## config.mk

```make
export PLATFORM = sky130hd
export DESIGN_NAME = button_debounce_click_longpress
export DESIGN_NICKNAME = d
export VERILOG_FILES = /design/src/hw/rtl/bdclp_pkg.sv /design/src/hw/rtl/bdclp_cfg_regs.sv /design/src/hw/rtl/bdclp_button.sv /design/src/hw/rtl/button_debounce_click_longpress.sv
export SDC_FILE = /design/constraint.sdc
export NUM_CORES = 1
export LEC_CHECK = 0
export ABC_AREA = 1
export BUFFER_PORTS_ARGS = -buffer_cell sky130_fd_sc_hd__buf_2
export CAP_MARGIN = 20
export CORE_MARGIN = 10
export CORE_UTILIZATION = 50
export CTS_CLUSTER_DIAMETER = 40
export CTS_CLUSTER_SIZE = 40
export DETAILED_ROUTE_END_ITERATION = 10
export HOLD_SLACK_MARGIN = 0.15
export PLACE_DENSITY = 0.67
export SLEW_MARGIN = 5
export SYNTH_ARGS = -nofsm -noshare
export SYNTH_HDL_FRONTEND = slang
export SYNTH_SLANG_ARGS = --single-unit
```

## constraint.sdc

```tcl
create_clock -name i_clk -period 10.5 [get_ports i_clk]
set_clock_uncertainty 0.1 [all_clocks]
set_input_delay 2.1 -clock i_clk [delete_from_list [all_inputs] [get_ports i_clk]]
set_output_delay 2.1 -clock i_clk [all_outputs]
set_load 0.1 [all_outputs]
```

## src/hw/rtl/bdclp_pkg.sv

```systemverilog
`timescale 1ns / 1ps
`default_nettype none

package bdclp_pkg;

    // Configuration register map (word index; byte address is 4 * index).
    localparam int unsigned CFG_ADDR_W = 5;
    localparam int unsigned CFG_IDX_W  = 3;

    localparam logic [CFG_IDX_W-1:0] REG_DEBOUNCE_TICKS   = 3'd0;
    localparam logic [CFG_IDX_W-1:0] REG_UP_HOLD_TICKS    = 3'd1;
    localparam logic [CFG_IDX_W-1:0] REG_DOWN_HOLD_TICKS  = 3'd2;
    localparam logic [CFG_IDX_W-1:0] REG_OK_HOLD_TICKS    = 3'd3;
    localparam logic [CFG_IDX_W-1:0] REG_PRESS_CLICK_MASK = 3'd4;

    // Field widths.
    localparam int unsigned TICK_W    = 32;
    localparam int unsigned CFG_TKS_W = 16;
    localparam int unsigned MASK_W    = 3;

    // Register reset values.
    localparam logic [CFG_TKS_W-1:0] RST_DEBOUNCE_TICKS   = 16'd40;
    localparam logic [CFG_TKS_W-1:0] RST_UP_HOLD_TICKS    = 16'd1200;
    localparam logic [CFG_TKS_W-1:0] RST_DOWN_HOLD_TICKS  = 16'd3000;
    localparam logic [CFG_TKS_W-1:0] RST_OK_HOLD_TICKS    = 16'd1500;
    localparam logic [MASK_W-1:0]    RST_PRESS_CLICK_MASK = 3'd2;

    // Current register contents, as seen by the datapath.
    typedef struct packed {
        logic [CFG_TKS_W-1:0] debounce_ticks;
        logic [CFG_TKS_W-1:0] up_hold_ticks;
        logic [CFG_TKS_W-1:0] down_hold_ticks;
        logic [CFG_TKS_W-1:0] ok_hold_ticks;
        logic [MASK_W-1:0]    press_click_mask;
    } t_cfg;

endpackage

`default_nettype wire

```

## src/hw/rtl/bdclp_cfg_regs.sv

```systemverilog
`timescale 1ns / 1ps
`default_nettype none

module bdclp_cfg_regs
    import bdclp_pkg::*;
(
    input  wire logic                  i_clk,
    input  wire logic                  i_rst_n,
    input  wire logic                  psel,
    input  wire logic                  penable,
    input  wire logic                  pwrite,
    input  wire logic [CFG_ADDR_W-1:0] paddr,
    input  wire logic [31:0]           pwdata,
    output logic      [31:0]           prdata,
    output logic                       pready,
    output t_cfg                       o_cfg
);

    t_cfg                 r_cfg;
    logic                 wr_en;
    logic [CFG_IDX_W-1:0] reg_idx;

    assign pready  = 1'b1;
    assign reg_idx = paddr[CFG_ADDR_W-1:2];
    assign wr_en   = psel && penable && pwrite;
    assign o_cfg   = r_cfg;

    // Register writes; an index past the last register is dropped.
    always_ff @(posedge i_clk) begin
        if (!i_rst_n) begin
            r_cfg.debounce_ticks   <= RST_DEBOUNCE_TICKS;
            r_cfg.up_hold_ticks    <= RST_UP_HOLD_TICKS;
            r_cfg.down_hold_ticks  <= RST_DOWN_HOLD_TICKS;
            r_cfg.ok_hold_ticks    <= RST_OK_HOLD_TICKS;
            r_cfg.press_click_mask <= RST_PRESS_CLICK_MASK;
        end else if (wr_en) begin
            case (reg_idx)
                REG_DEBOUNCE_TICKS:   r_cfg.debounce_ticks   <= pwdata[CFG_TKS_W-1:0];
                REG_UP_HOLD_TICKS:    r_cfg.up_hold_ticks    <= pwdata[CFG_TKS_W-1:0];
                REG_DOWN_HOLD_TICKS:  r_cfg.down_hold_ticks  <= pwdata[CFG_TKS_W-1:0];
                REG_OK_HOLD_TICKS:    r_cfg.ok_hold_ticks    <= pwdata[CFG_TKS_W-1:0];
                REG_PRESS_CLICK_MASK: r_cfg.press_click_mask <= pwdata[MASK_W-1:0];
                default: ;
            endcase
        end
    end

    // Read data mux.
    always_comb begin
        case (reg_idx)
            REG_DEBOUNCE_TICKS:   prdata = {16'd0, r_cfg.debounce_ticks};
            REG_UP_HOLD_TICKS:    prdata = {16'd0, r_cfg.up_hold_ticks};
            REG_DOWN_HOLD_TICKS:  prdata = {16'd0, r_cfg.down_hold_ticks};
            REG_OK_HOLD_TICKS:    prdata = {16'd0, r_cfg.ok_hold_ticks};
            REG_PRESS_CLICK_MASK: prdata = {29'd0, r_cfg.press_click_mask};
            default:              prdata = 32'd0;
        endcase
    end

endmodule

`default_nettype wire

```

## src/hw/rtl/bdclp_button.sv

```systemverilog
`timescale 1ns / 1ps
`default_nettype none

module bdclp_button
    import bdclp_pkg::*;
(
    input  wire logic                 i_clk,
    input  wire logic                 i_rst_n,
    input  wire logic                 i_en,
    input  wire logic                 i_started,
    input  wire logic                 i_level,
    input  wire logic [TICK_W-1:0]    i_now,
    input  wire logic [CFG_TKS_W-1:0] i_debounce,
    input  wire logic [CFG_TKS_W-1:0] i_hold_thr,
    input  wire logic                 i_has_thr,
    input  wire logic                 i_on_press,
    output logic                      o_click,
    output logic                      o_hold
);

    logic              r_stable;
    logic              r_last;
    logic [TICK_W-1:0] r_sample_time;
    logic [TICK_W-1:0] r_press_time;
    logic              r_armed;
    logic              r_hold_rep;

    logic              n_stable;
    logic              n_last;
    logic [TICK_W-1:0] n_sample_time;
    logic [TICK_W-1:0] n_press_time;
    logic              n_armed;
    logic              n_hold_rep;

    logic [TICK_W-1:0] since_sample;
    logic [TICK_W-1:0] since_press;
    logic              accept;

    // Per-poll update of one button: sample tracking, debounce, click and long press.
    always_comb begin
        n_stable      = r_stable;
        n_last        = i_level;
        n_sample_time = (i_level != r_last) ? i_now : r_sample_time;
        n_press_time  = r_press_time;
        n_armed       = r_armed;
        n_hold_rep    = r_hold_rep;
        o_click       = 1'b0;
        o_hold        = 1'b0;
        since_sample  = i_now - n_sample_time;
        accept        = (i_level != r_stable) &&
                        (since_sample >= {{(TICK_W-CFG_TKS_W){1'b0}}, i_debounce});
        since_press   = '0;

        if (!i_started) begin
            // First poll only loads the levels.
            n_stable      = i_level;
            n_sample_time = i_now;
            n_armed       = i_level;
        end else begin
            if (accept) begin
                n_stable = i_level;
                if (!i_level) begin
                    if (r_armed) begin
                        n_press_time = i_now;
                        n_hold_rep   = 1'b0;
                        o_click      = i_on_press;
                    end
                end else if (!r_armed) begin
                    n_armed = 1'b1;
                end else if (!r_hold_rep && !i_on_press) begin
                    o_click = 1'b1;
                end
            end

            since_press = i_now - n_press_time;
            if (n_armed && !n_stable && !n_hold_rep && i_has_thr &&
                (since_press >= {{(TICK_W-CFG_TKS_W){1'b0}}, i_hold_thr})) begin
                n_hold_rep = 1'b1;
                o_hold     = 1'b1;
            end
        end
    end

    // Button state, advanced once per accepted poll.
    always_ff @(posedge i_clk) begin
        if (!i_rst_n) begin
            r_stable      <= 1'b1;
            r_last        <= 1'b1;
            r_sample_time <= '0;
            r_press_time  <= '0;
            r_armed       <= 1'b0;
            r_hold_rep    <= 1'b0;
        end else if (i_en) begin
            r_stable      <= n_stable;
            r_last        <= n_last;
            r_sample_time <= n_sample_time;
            r_press_time  <= n_press_time;
            r_armed       <= n_armed;
            r_hold_rep    <= n_hold_rep;
        end
    end

endmodule

`default_nettype wire

```

## src/hw/rtl/button_debounce_click_longpress.sv

```systemverilog
`timescale 1ns / 1ps
`default_nettype none

// Debouncer with click and long-press detection for up to three active-low
// buttons. Each input transaction is one poll: the raw pin levels and the
// current free-running tick count. Each poll yields exactly one result
// transaction with a click mask and a long-press mask; the first poll after
// reset only loads the levels and reports nothing. The block takes one poll
// per clock cycle while the result channel accepts results; each poll passes
// through the input register and then the result register. Each button is
// handled by its own unit, whose state advances as a poll leaves the input
// register. Settling and hold times are set through the APB registers at byte
// addresses 0x00 (debounce), 0x04/0x08/0x0C (up/down/ok hold) and 0x10
// (click-on-press mask); write them only while no poll is in flight.
module button_debounce_click_longpress
    import bdclp_pkg::*;
#(
    parameter int unsigned NUM_BUTTONS = 3
) (
    input  wire logic                  i_clk,
    input  wire logic                  i_rst_n,
    // Poll channel
    input  wire logic                  i_in_valid,
    output logic                       o_in_ready,
    input  wire logic [MASK_W-1:0]     i_button_levels,
    input  wire logic [TICK_W-1:0]     i_now_ticks,
    // Result channel
    output logic                       o_out_valid,
    input  wire logic                  i_out_ready,
    output logic      [MASK_W-1:0]     o_click_mask,
    output logic      [MASK_W-1:0]     o_hold_mask,
    // Configuration port
    input  wire logic                  psel,
    input  wire logic                  penable,
    input  wire logic                  pwrite,
    input  wire logic [CFG_ADDR_W-1:0] paddr,
    input  wire logic [31:0]           pwdata,
    output logic      [31:0]           prdata,
    output logic                       pready
);

    t_cfg              cfg;

    logic              r_in_valid;
    logic [MASK_W-1:0] r_levels;
    logic [TICK_W-1:0] r_now;
    logic              r_started;
    logic              r_out_valid;
    logic [MASK_W-1:0] r_click_mask;
    logic [MASK_W-1:0] r_hold_mask;

    logic              advance;
    logic [NUM_BUTTONS-1:0] btn_click;
    logic [NUM_BUTTONS-1:0] btn_hold;
    logic [MASK_W-1:0] n_click_mask;
    logic [MASK_W-1:0] n_hold_mask;

    bdclp_cfg_regs u_cfg_regs (
        .i_clk   (i_clk),
        .i_rst_n (i_rst_n),
        .psel    (psel),
        .penable (penable),
        .pwrite  (pwrite),
        .paddr   (paddr),
        .pwdata  (pwdata),
        .prdata  (prdata),
        .pready  (pready),
        .o_cfg   (cfg)
    );

    // A poll moves from the input register to the result register when the
    // result register is empty or its transaction completes this cycle.
    assign advance     = r_in_valid && (!r_out_valid || i_out_ready);
    assign o_in_ready  = !r_in_valid || advance;
    assign o_out_valid = r_out_valid;
    assign o_click_mask = r_click_mask;
    assign o_hold_mask  = r_hold_mask;

    // Per-button units; buttons past the third read as released and have no
    // long-press threshold.
    for (genvar i = 0; i < NUM_BUTTONS; i++) begin : g_btn
        logic                 lvl;
        logic [CFG_TKS_W-1:0] thr;
        logic                 has_thr;
        logic                 on_press;

        if (i == 0) begin : g_up
            assign lvl      = r_levels[0];
            assign thr      = cfg.up_hold_ticks;
            assign has_thr  = 1'b1;
            assign on_press = cfg.press_click_mask[0];
        end else if (i == 1) begin : g_down
            assign lvl      = r_levels[1];
            assign thr      = cfg.down_hold_ticks;
            assign has_thr  = 1'b1;
            assign on_press = cfg.press_click_mask[1];
        end else if (i == 2) begin : g_ok
            assign lvl      = r_levels[2];
            assign thr      = cfg.ok_hold_ticks;
            assign has_thr  = 1'b1;
            assign on_press = cfg.press_click_mask[2];
        end else begin : g_extra
            assign lvl      = 1'b1;
            assign thr      = '0;
            assign has_thr  = 1'b0;
            assign on_press = 1'b0;
        end

        bdclp_button u_button (
            .i_clk      (i_clk),
            .i_rst_n    (i_rst_n),
            .i_en       (advance),
            .i_started  (r_started),
            .i_level    (lvl),
            .i_now      (r_now),
            .i_debounce (cfg.debounce_ticks),
            .i_hold_thr (thr),
            .i_has_thr  (has_thr),
            .i_on_press (on_press),
            .o_click    (btn_click[i]),
            .o_hold     (btn_hold[i])
        );
    end

    // Only the first three buttons reach the result masks.
    for (genvar j = 0; j < MASK_W; j++) begin : g_mask
        if (j < NUM_BUTTONS) begin : g_used
            assign n_click_mask[j] = btn_click[j];
            assign n_hold_mask[j]  = btn_hold[j];
        end else begin : g_unused
            assign n_click_mask[j] = 1'b0;
            assign n_hold_mask[j]  = 1'b0;
        end
    end

    // Input register control.
    always_ff @(posedge i_clk) begin
        if (!i_rst_n) begin
            r_in_valid <= 1'b0;
            r_started  <= 1'b0;
        end else begin
            if (o_in_ready) begin
                r_in_valid <= i_in_valid;
            end
            if (advance) begin
                r_started <= 1'b1;
            end
        end
    end

    // Input register payload.
    always_ff @(posedge i_clk) begin
        if (i_in_valid && o_in_ready) begin
            r_levels <= i_button_levels;
            r_now    <= i_now_ticks;
        end
    end

    // Result register control.
    always_ff @(posedge i_clk) begin
        if (!i_rst_n) begin
            r_out_valid <= 1'b0;
        end else if (advance) begin
            r_out_valid <= 1'b1;
        end else if (i_out_ready) begin
            r_out_valid <= 1'b0;
        end
    end

    // Result register payload.
    always_ff @(posedge i_clk) begin
        if (advance) begin
            r_click_mask <= n_click_mask;
            r_hold_mask  <= n_hold_mask;
        end
    end

endmodule

`default_nettype wire

```

After elaboration in Yosys (flattened, before gate mapping). Cells that the tools add are included.

$mul: 0. $add $sub $neg: 6. Shift-type cells: 0. Reduce and logical (&&, ||, !) cells: 46. Divide/modulo/power cells: 0. Equality and inequality tests: 10. Order comparisons: 6. Bitwise logic cells: 0. Muxes and demuxes: 72.

Operators with widths (number): $mux 32 (18); $ge 32x16->1 (6); $sub 32x32->32 (6); $pmux 16 s5 (1); $mux 1 (53); $logic_and 1x1->1 (19); $reduce_and 2->1 (9); $logic_not 1->1 (14); $eq 3x2->1 const B (2); $ne 1x1->1 (6); $eq 3x1->1 const B (1); $eq 3x3->1 const B (1); $logic_not 3->1 (1); $logic_or 1x1->1 (2); $reduce_bool 2->1 (1).

Memory bits (read-only): 0. Output and inout bits: 41. Flip-flop bits (word level): 315. Memory bits (writable): 0. Latch bits: 0. Memories kept: 0.

Depth between registers and ports, before layout. Gate-level depths: netlist (run 1).

Depth after elaboration: 12. Gate-level depth with buffers: 65.

Cells and area by module. Synthesis (run 1) repeated with hierarchy kept, for this count alone.

Cells, all modules: 4989. Area total of the unflattened synthesis: 31113.6 sq um.

By module, submodules not included: bdclp_button at g_btn[0].u_button (sequential area each 1361.3 sq um, instances 1, cells each 1479, area each 8828.5 sq um); bdclp_button at g_btn[2].u_button (sequential area each 1361.3 sq um, instances 1, cells each 1462, area each 8658.3 sq um); bdclp_button at g_btn[1].u_button (sequential area each 1361.3 sq um, instances 1, cells each 1452, area each 8628.3 sq um); bdclp_cfg_regs (sequential area each 1341.3 sq um, instances 1, cells each 538, area each 3636.0 sq um); button_debounce_click_longpress (sequential area each 1291.2 sq um, instances 1, cells each 58, area each 1362.6 sq um).

Worst setup path before layout (run 1). OpenSTA, ideal clock, no wires.

Kind: reg-to-reg. From: register r_levels[0]. To: register r_hold_mask[0], in the netlist o_hold_mask[0] (data pin). Cell stages (with the launch flop): 65. Path buffers: 6. Setup slack: 2.667 ns. Arrival time: 7.467 ns. Clock period less this slack: 7.833 ns. Library setup time: 0.265 ns. Path through: edfxtp_1 -> inv_2 -> nand2_2 -> nand2_4 -> buf_6 -> buf_4 -> clkbuf_1 -> nand2_1 -> o21ai_0 -> ha_1 -> inv_1 -> ha_1 -> inv_1 -> nand2_1 -> nand3_1 -> nand3_2 -> nand2_1 -> nand2_1 -> [... 29 more ...] -> nand2_2 -> nand2_4 -> xor2_1 -> ha_1 -> a21oi_1 -> nor2_1 -> nor2_1 -> o21ai_0 -> a21oi_1 -> nor2_1 -> a211oi_1 -> nand2_1 -> nor2_1 -> nand3_1 -> nor2_2 -> nand3_2 -> nand2_1 -> nor2_1.

Cells in the longest elaborated chain, start to end: 12.

RTL lines: start, declared (RTL line button_debounce_click_longpress.sv:45) `logic [MASK_W-1:0] r_levels;`; start signal, assigned (RTL line button_debounce_click_longpress.sv:154) `r_levels <= i_button_levels;`; parallel branches: the longest is 10 deep, another holds $sub 32x32->32; $logic_and 1x1->1 (*) (RTL line bdclp_button.sv:76) `if (n_armed && !n_stable && !n_hold_rep && i_has_thr &&`; $mux 1 (*) (RTL line bdclp_button.sv:76); end signal, assigned (RTL line button_debounce_click_longpress.sv:174) `r_hold_mask <= n_hold_mask;`; end, declared (RTL line button_debounce_click_longpress.sv:50) `logic [MASK_W-1:0] r_hold_mask;`.

Mark *: on every way between the ends. The select of a mux whose other input is x is not followed. A chain may end at the register's enable or synchronous reset.

Final worst setup path (run 1).
From: register r_levels[2]. To: register r_hold_mask[2], in the netlist o_hold_mask[2] (data pin).

The elaborated chain is that of the path after synthesis.

==> flow_metrics.env, run 1 <==
export IMPL_status="finished clean"
export IMPL_crit_buf_inv=7
export IMPL_hold_path_class="register to register"
export IMPL_drt_iter0_markers=2380
export IMPL_place_congestion=1.02
export IMPL_synth_cells=4576
export IMPL_synth_top_family_by_area="simple AND/OR/NAND/NOR gates"
export IMPL_wirelength_um=105000
export IMPL_num_nets_final=4953
export IMPL_n_fill_cell=5853
export IMPL_yosysUniqueCellTypes=57
export IMPL_combPwrFrac=0.334
export IMPL_drv_slew=0
export IMPL_synthXorXnorAreaFrac=0.0261
export IMPL_synth_top_area_frac=0.186
export IMPL_switching_share=0.382
export IMPL_hold_viol_final=0
export IMPL_antenna_cells=0
export IMPL_use_met2=0.470
export IMPL_cp_arrival_ns=9.42
export IMPL_netlist_top_cells_count="1,109 x nand2_1, 646 x inv_1, 372 x a21oi_1"
export IMPL_max_slew_margin=0.298
export IMPL_first_pass_iters=6
export IMPL_crit_fanout=37
export IMPL_fin_ws_ns=1.32
export IMPL_yosysTopAreaCell="dfxtp_1"
export IMPL_dieArea_um2=69200
export IMPL_max_cap_violations=0
export IMPL_post_route_period_util=0.875
export IMPL_yosys_warnings=0
export IMPL_synth_ff_type="dfxtp_1"
export IMPL_criticalPathCategory="register to register"
export IMPL_pwr_share_clk=0.419
export IMPL_grt_usage=0.289
export IMPL_synth_area_um2=29500
export IMPL_root_buffer="clkbuf_16"
export IMPL_instances_no_fill=5455
export IMPL_synth_mux_area_frac=0.0129
export IMPL_grt_pass1_vias=28100
export IMPL_grt_busiest_layer="met2"
export IMPL_io_pins=120
export IMPL_clk_pin_slew_ns=0.05
export IMPL_power_frac_seq=0.247
export IMPL_io_buffers=84
export IMPL_place_ws_ns=1.52
export IMPL_power_density_nw_per_um2=162
export IMPL_synth_fa_ha_area_frac=0.105
export IMPL_synth_seq_cells=315
export IMPL_antenna_found_initial=1
export IMPL_crit_path_start_kind="register"
export IMPL_synth_edf_count=41
export IMPL_clock_sinks=315
export IMPL_use_met1=0.359
export IMPL_cts_buffers=68
export IMPL_synth_simple_area_share=0.299
export IMPL_overflow=0
export IMPL_num_vias=30700
export IMPL_grt_max_degree=82
export IMPL_post_cts_buffers=0
export IMPL_cts_path_max_buffers=3
export IMPL_finalSetupViolations=0
export IMPL_synth_seq_area_share=0.227
export IMPL_cts_hold_buffers=0
export IMPL_min_period_ns=9.18
export IMPL_slowest_delay_ns=0.44
export IMPL_post_dp_hpwl_um=80000
export IMPL_power_switching_uw=2030
export IMPL_wire_per_inst_um=19.2
export IMPL_met3_usage=0.0514
export IMPL_postSynth_asyncResetShare=0
export IMPL_cts_resized=0
export IMPL_synth_compound_area_frac=0.210
export IMPL_crit_slowest_cell="edfxtp_1"
export IMPL_ys_top_cells_by_area="dfxtp_1 19%, nand2_1 14%, ha_1 10%, inv_1 8.2%, a21oi_1 6.3%"
export IMPL_drive_gt1_frac=0.109
export IMPL_max_freq_ghz=0.109
export IMPL_die_h_um=263
export IMPL_clock_latency_ns=0.62
export IMPL_cp_end_kind="register"
export IMPL_worst_endpoint_required_ns=10.74
export IMPL_cp_common_cell="nand2_1"
export IMPL_rsz0062_at_grt="no"
export IMPL_ant_nets=0
export IMPL_start_util=0.502
export IMPL_grt_pass1_wl_um=159000
export IMPL_synthMostInstantiatedCell="nand2_1"
export IMPL_cts_tree="built"
export IMPL_dpl_cell_count=5330
export IMPL_drc=0
export IMPL_p_int_uw=3290
export IMPL_finalSetupTns_ns=0
export IMPL_die_w_um=263
export IMPL_coreArea_um2=58800
export IMPL_power_leakage_uw=0.0157
export IMPL_ir_drop_mv=0.151
export IMPL_p_total_uw=5320
export IMPL_worstMarginPinSlew_ns=1.05
export IMPL_row_count=89
export IMPL_postSynthAreaPerCell_um2=6.45
export IMPL_area_growth_pct=11.2
export IMPL_cts_htree_levels=3
export IMPL_viasPerCell=5.62
export IMPL_cp_top_family="simple AND/OR/NAND/NOR gates"
==> area by class of cell <==
class                           count  area (um^2)  area share
Clock buffer                       84         1850      0.0564
Tap cell                          773          967      0.0294
Inverter                          695         2610      0.0795
Timing Repair Buffer              135          826      0.0251
Multi-Input combinational cell   3413        19400       0.590
Clock inverter                     40          500      0.0152
Sequential cell                   315         6720       0.204
==> per-layer routing <==
layer  vias to the layer above  part of all wire
li1                      15400                 -
met1                     14000              0.42
met2                      1027              0.46
met3                       250             0.071
met4                         2             0.058
met5                         -           0.00015
==> placed cells by master (no fill, tap or decap), types with 40 or more instances in the layout <==
cell type,count
a21oi_1,372
buf_2,83
nor3_1,52
nand3_1,222
o21ai_0,334
dfxtp_1,274
a221oi_1,99
inv_2,40
nand2_1,1107
xor2_1,55
ha_1,243
nand4_1,43
edfxtp_1,41
or2_2,58
nand2_2,57
inv_1,644
buf_4,51
clkbuf_16,69
nand3_2,40
o211ai_1,98
nor2_1,320
==> path summary, 6_finish.rpt <==
kind,startpoint,to,slack [ns],cells after the start
max,r_levels[2],o_hold_mask[2],1.32,53
max reg2reg,r_levels[2],o_hold_mask[2],1.32,53
min,g_btn[1].u_button.r_press_time[30],g_btn[1].u_button.r_press_time[30],0.35,2
min reg2reg,g_btn[1].u_button.r_press_time[30],g_btn[1].u_button.r_press_time[30],0.35,2
==> power groups by stage <==
stage	sequential [uW]	clock (uW)	combinational, uW
final	1310	2230	1770
after global routing	1320	2310	1980
after CTS	1310	2250	1750
after detailed placement	1330	0	1740
after global placement	1330	0	1720
after floorplan	1340	0	1300
==> worst min-delay path: cells and delay by family, from the launching register on <==
kind | cells | cell delay [ns]
compound gates | 1 | 0.05
buf+inv | 1 | 0.06
flops | 1 | 0.29
==> metrics by stage <==
step / utilization / instance area [um^2] / hold slack [ns]
final: 0.559 / 32800 / 0.351
after global routing: 0.559 / 32800 / 0.369
after CTS: 0.558 / 32800 / 0.351
after detailed placement: 0.518 / 30500 / 0.343
after global placement: 0.518 / 30500 / 0.340
after floorplan: - / 29600 / 0.330
==> cells by family after synthesis <==
family / Yosys count
xor gates and xnor gates: 88
buffers and inverters: 863
AOI/OAI and AO/OA: 1044
and+or+nand+nor: 1980
other: 2
DFF: 315
adders and majority gates: 246
muxes: 38
==> flip-flops by register name, summed over array words and instances (netlist names) <==
| signal | cells |
|---|---|
| g_btn.u_button.r_armed | 3 |
| g_btn.u_button.r_hold_rep | 3 |
| g_btn.u_button.r_last | 3 |
| g_btn.u_button.r_press_time | 96 |
| g_btn.u_button.r_sample_time | 96 |
| g_btn.u_button.r_stable | 3 |
| o_click_mask | 3 |
| o_hold_mask | 3 |
| o_out_valid | 1 |
| r_in_valid | 1 |
| r_levels | 3 |
| r_now | 32 |
| r_started | 1 |
| u_cfg_regs.o_cfg | 67 |
Note: power is estimated with default switching activity, not from simulation.
==> run 2: changes to the inputs <==
--- a/config.mk
+++ b/config.mk
@@ -10,6 +10,7 @@
 export CAP_MARGIN = 20
 export CORE_MARGIN = 10
 export CORE_UTILIZATION = 50
+export CTS_BUF_LIST = sky130_fd_sc_hd__clkbuf_8
 export CTS_CLUSTER_DIAMETER = 40
 export CTS_CLUSTER_SIZE = 40
 export DETAILED_ROUTE_END_ITERATION = 10
==> run 2 against run 1 <==
Flip-flop and latch count is the same; sequential share of layout area grew 0.51 points; utilization shrank 1.4 points; routed wire length shrank 0.52%; sequential power is essentially flat; critical path depth is the same; clock power shrank 30%; register-to-register slack gained 0.02 ns; highest routed layer unchanged.
==> flow_metrics.env, run 2 (synthesized netlist as in run 1, its figures left out) <==
export IMPL_grt_pass1_wl_um=159000
export IMPL_grt_max_degree=82
export IMPL_post_route_period_util=0.872
export IMPL_cts_htree_levels=3
export IMPL_area_growth_pct=8.51
export IMPL_cts_buffers=68
export IMPL_finalSetupViolations=0
export IMPL_cts_hold_buffers=0
export IMPL_cp_common_cell="nand2_1"
export IMPL_p_int_uw=2720
export IMPL_wirelength_um=104000
export IMPL_reg2reg_to="o_hold_mask[2]"
export IMPL_start_util=0.502
export IMPL_crit_path_start_kind="register"
export IMPL_max_cap_violations=0
export IMPL_drc=0
export IMPL_die_w_um=263
export IMPL_io_buffers=84
export IMPL_power_frac_seq=0.283
export IMPL_row_count=89
export IMPL_criticalPathCategory="register to register"
export IMPL_worstMarginPinSlew_ns=1.05
export IMPL_clock_latency_ns=0.69
export IMPL_reg2reg_from="r_levels[2]"
export IMPL_switching_share=0.413
export IMPL_power_switching_uw=1920
export IMPL_coreArea_um2=58800
export IMPL_clk_pin_slew_ns=0.06
export IMPL_r2r_setup_slack_ns=1.34
export IMPL_post_cts_buffers=0
export IMPL_cp_arrival_ns=9.47
export IMPL_cts_tree="built"
export IMPL_worst_endpoint_required_ns=10.81
export IMPL_num_vias=30600
export IMPL_holdWs_ns=0.352
export IMPL_root_buffer="clkbuf_8"
export IMPL_reg2reg_depth=53
export IMPL_min_period_ns=9.16
export IMPL_drive_gt1_frac=0.109
export IMPL_antenna_found_initial=2
export IMPL_grt_usage=0.288
export IMPL_viasPerCell=5.60
export IMPL_power_leakage_uw=0.0154
export IMPL_max_slew_margin=0.299
export IMPL_power_density_nw_per_um2=145
export IMPL_finalSetupTns_ns=0
export IMPL_wire_per_inst_um=19.1
export IMPL_clock_sinks=315
export IMPL_crit_slowest_cell="edfxtp_1"
export IMPL_layout_commonest_cell="nand2_1"
export IMPL_most_common_layout_cells="1,107 x nand2_1, 652 x inv_1, 372 x a21oi_1, 334 x o21ai_0, 320 x nor2_1"
export IMPL_pwr_share_clk=0.334
export IMPL_overflow=0
export IMPL_hold_viol_final=0
export IMPL_dieArea_um2=69200
export IMPL_endpoint="o_hold_mask[2]"
export IMPL_num_nets_final=4953
export IMPL_worst_setup_path_startpoint="r_levels[2]"
export IMPL_grt_pass1_vias=27900
export IMPL_max_freq_ghz=0.109
export IMPL_ir_drop_mv=0.100
export IMPL_combPwrFrac=0.383
export IMPL_cts_resized=0
export IMPL_cp_end_kind="register"
export IMPL_io_pins=120
export IMPL_status="finished clean"
export IMPL_ant_nets=0
export IMPL_drt_iter0_markers=2513
export IMPL_place_congestion=1.02
export IMPL_drv_slew=0
export IMPL_first_pass_iters=6
export IMPL_post_dp_hpwl_um=80000
export IMPL_slowest_delay_ns=0.44
export IMPL_die_h_um=263
export IMPL_cts_path_max_buffers=3
export IMPL_rsz0062_at_grt="no"
export IMPL_hold_path_class="register to register"
export IMPL_crit_fanout=37
## run 2: changes by cell type in the layout (fill, tap and decap cells not counted), sizes merged
cell and delta:
inv +8, bufinv +1, clkinvlp +1, clkinv -1
clkbuf -9, diode +3
## run 2: worst min path at each step
stage,cells after the start,slack [ns],endpoint,startpoint
floorplan,2,0.33,g_btn[0].u_button.r_press_time[31],g_btn[0].u_button.r_press_time[31]
global placement,2,0.34,g_btn[1].u_button.r_press_time[28],g_btn[1].u_button.r_press_time[28]
detailed placement,2,0.34,g_btn[1].u_button.r_press_time[28],g_btn[1].u_button.r_press_time[28]
CTS,2,0.35,g_btn[0].u_button.r_press_time[31],g_btn[0].u_button.r_press_time[31]
global route,2,0.37,g_btn[1].u_button.r_press_time[20],g_btn[1].u_button.r_press_time[20]
finish,2,0.35,g_btn[1].u_button.r_press_time[18],g_btn[1].u_button.r_press_time[18]
## run 2: worst max-delay path, delay by kind of cell, from the launching register on
family | cells | cell delay, ns
AOI/OAI and AO/OA | 9 | 1.40
buffers and inverters | 7 | 1.18
DFF | 1 | 0.44
xor gates and xnor gates | 2 | 0.47
adders and majority gates | 4 | 1.39
and+or+nand+nor | 31 | 3.83
## run 2: layer usage
metal,GRT usage,vias up,part of all wire
met3,0.0553,242,0.071
met1,0.355,14000,0.42
li1,-,15300,-
met5,0,-,0.00015
met2,0.469,1025,0.45
met4,0.149,2,0.055
## run 2: stage by stage
stage / instance area [um^2] / cells / setup WS [ns] / power [uW] / utilization
2_1_floorplan: 29600 / 4591 / 2.67 / 2640 / -
3_3_place_gp: 30500 / 5330 / 1.60 / 3060 / 0.518
3_5_place_dp: 30500 / 5330 / 1.52 / 3070 / 0.518
4_1_cts: 32000 / 5454 / 1.45 / 4630 / 0.544
5_1_grt: 32000 / 5458 / 0.623 / 4930 / 0.545
6_report: 32000 / 5458 / 1.34 / 4630 / 0.545
## run 2: cell type report
class	count	area (um^2)
multi-input cells	3413	19400
clock buffers	75	1030
diodes	3	7.51
repair buffers	135	826
well taps	773	967
inverters	695	2610
flip-flops and latches	315	6720
fillers	5971	26700
clock inverters	49	517
## run 2: power groups by stage
stage	Clock (uW)	Combinational, uW	Sequential (uW)
after floorplan	0	1300	1340
after global placement	0	1720	1330
after detailed placement	0	1740	1330
after CTS	1570	1750	1310
after global routing	1630	1980	1310
final	1550	1770	1310
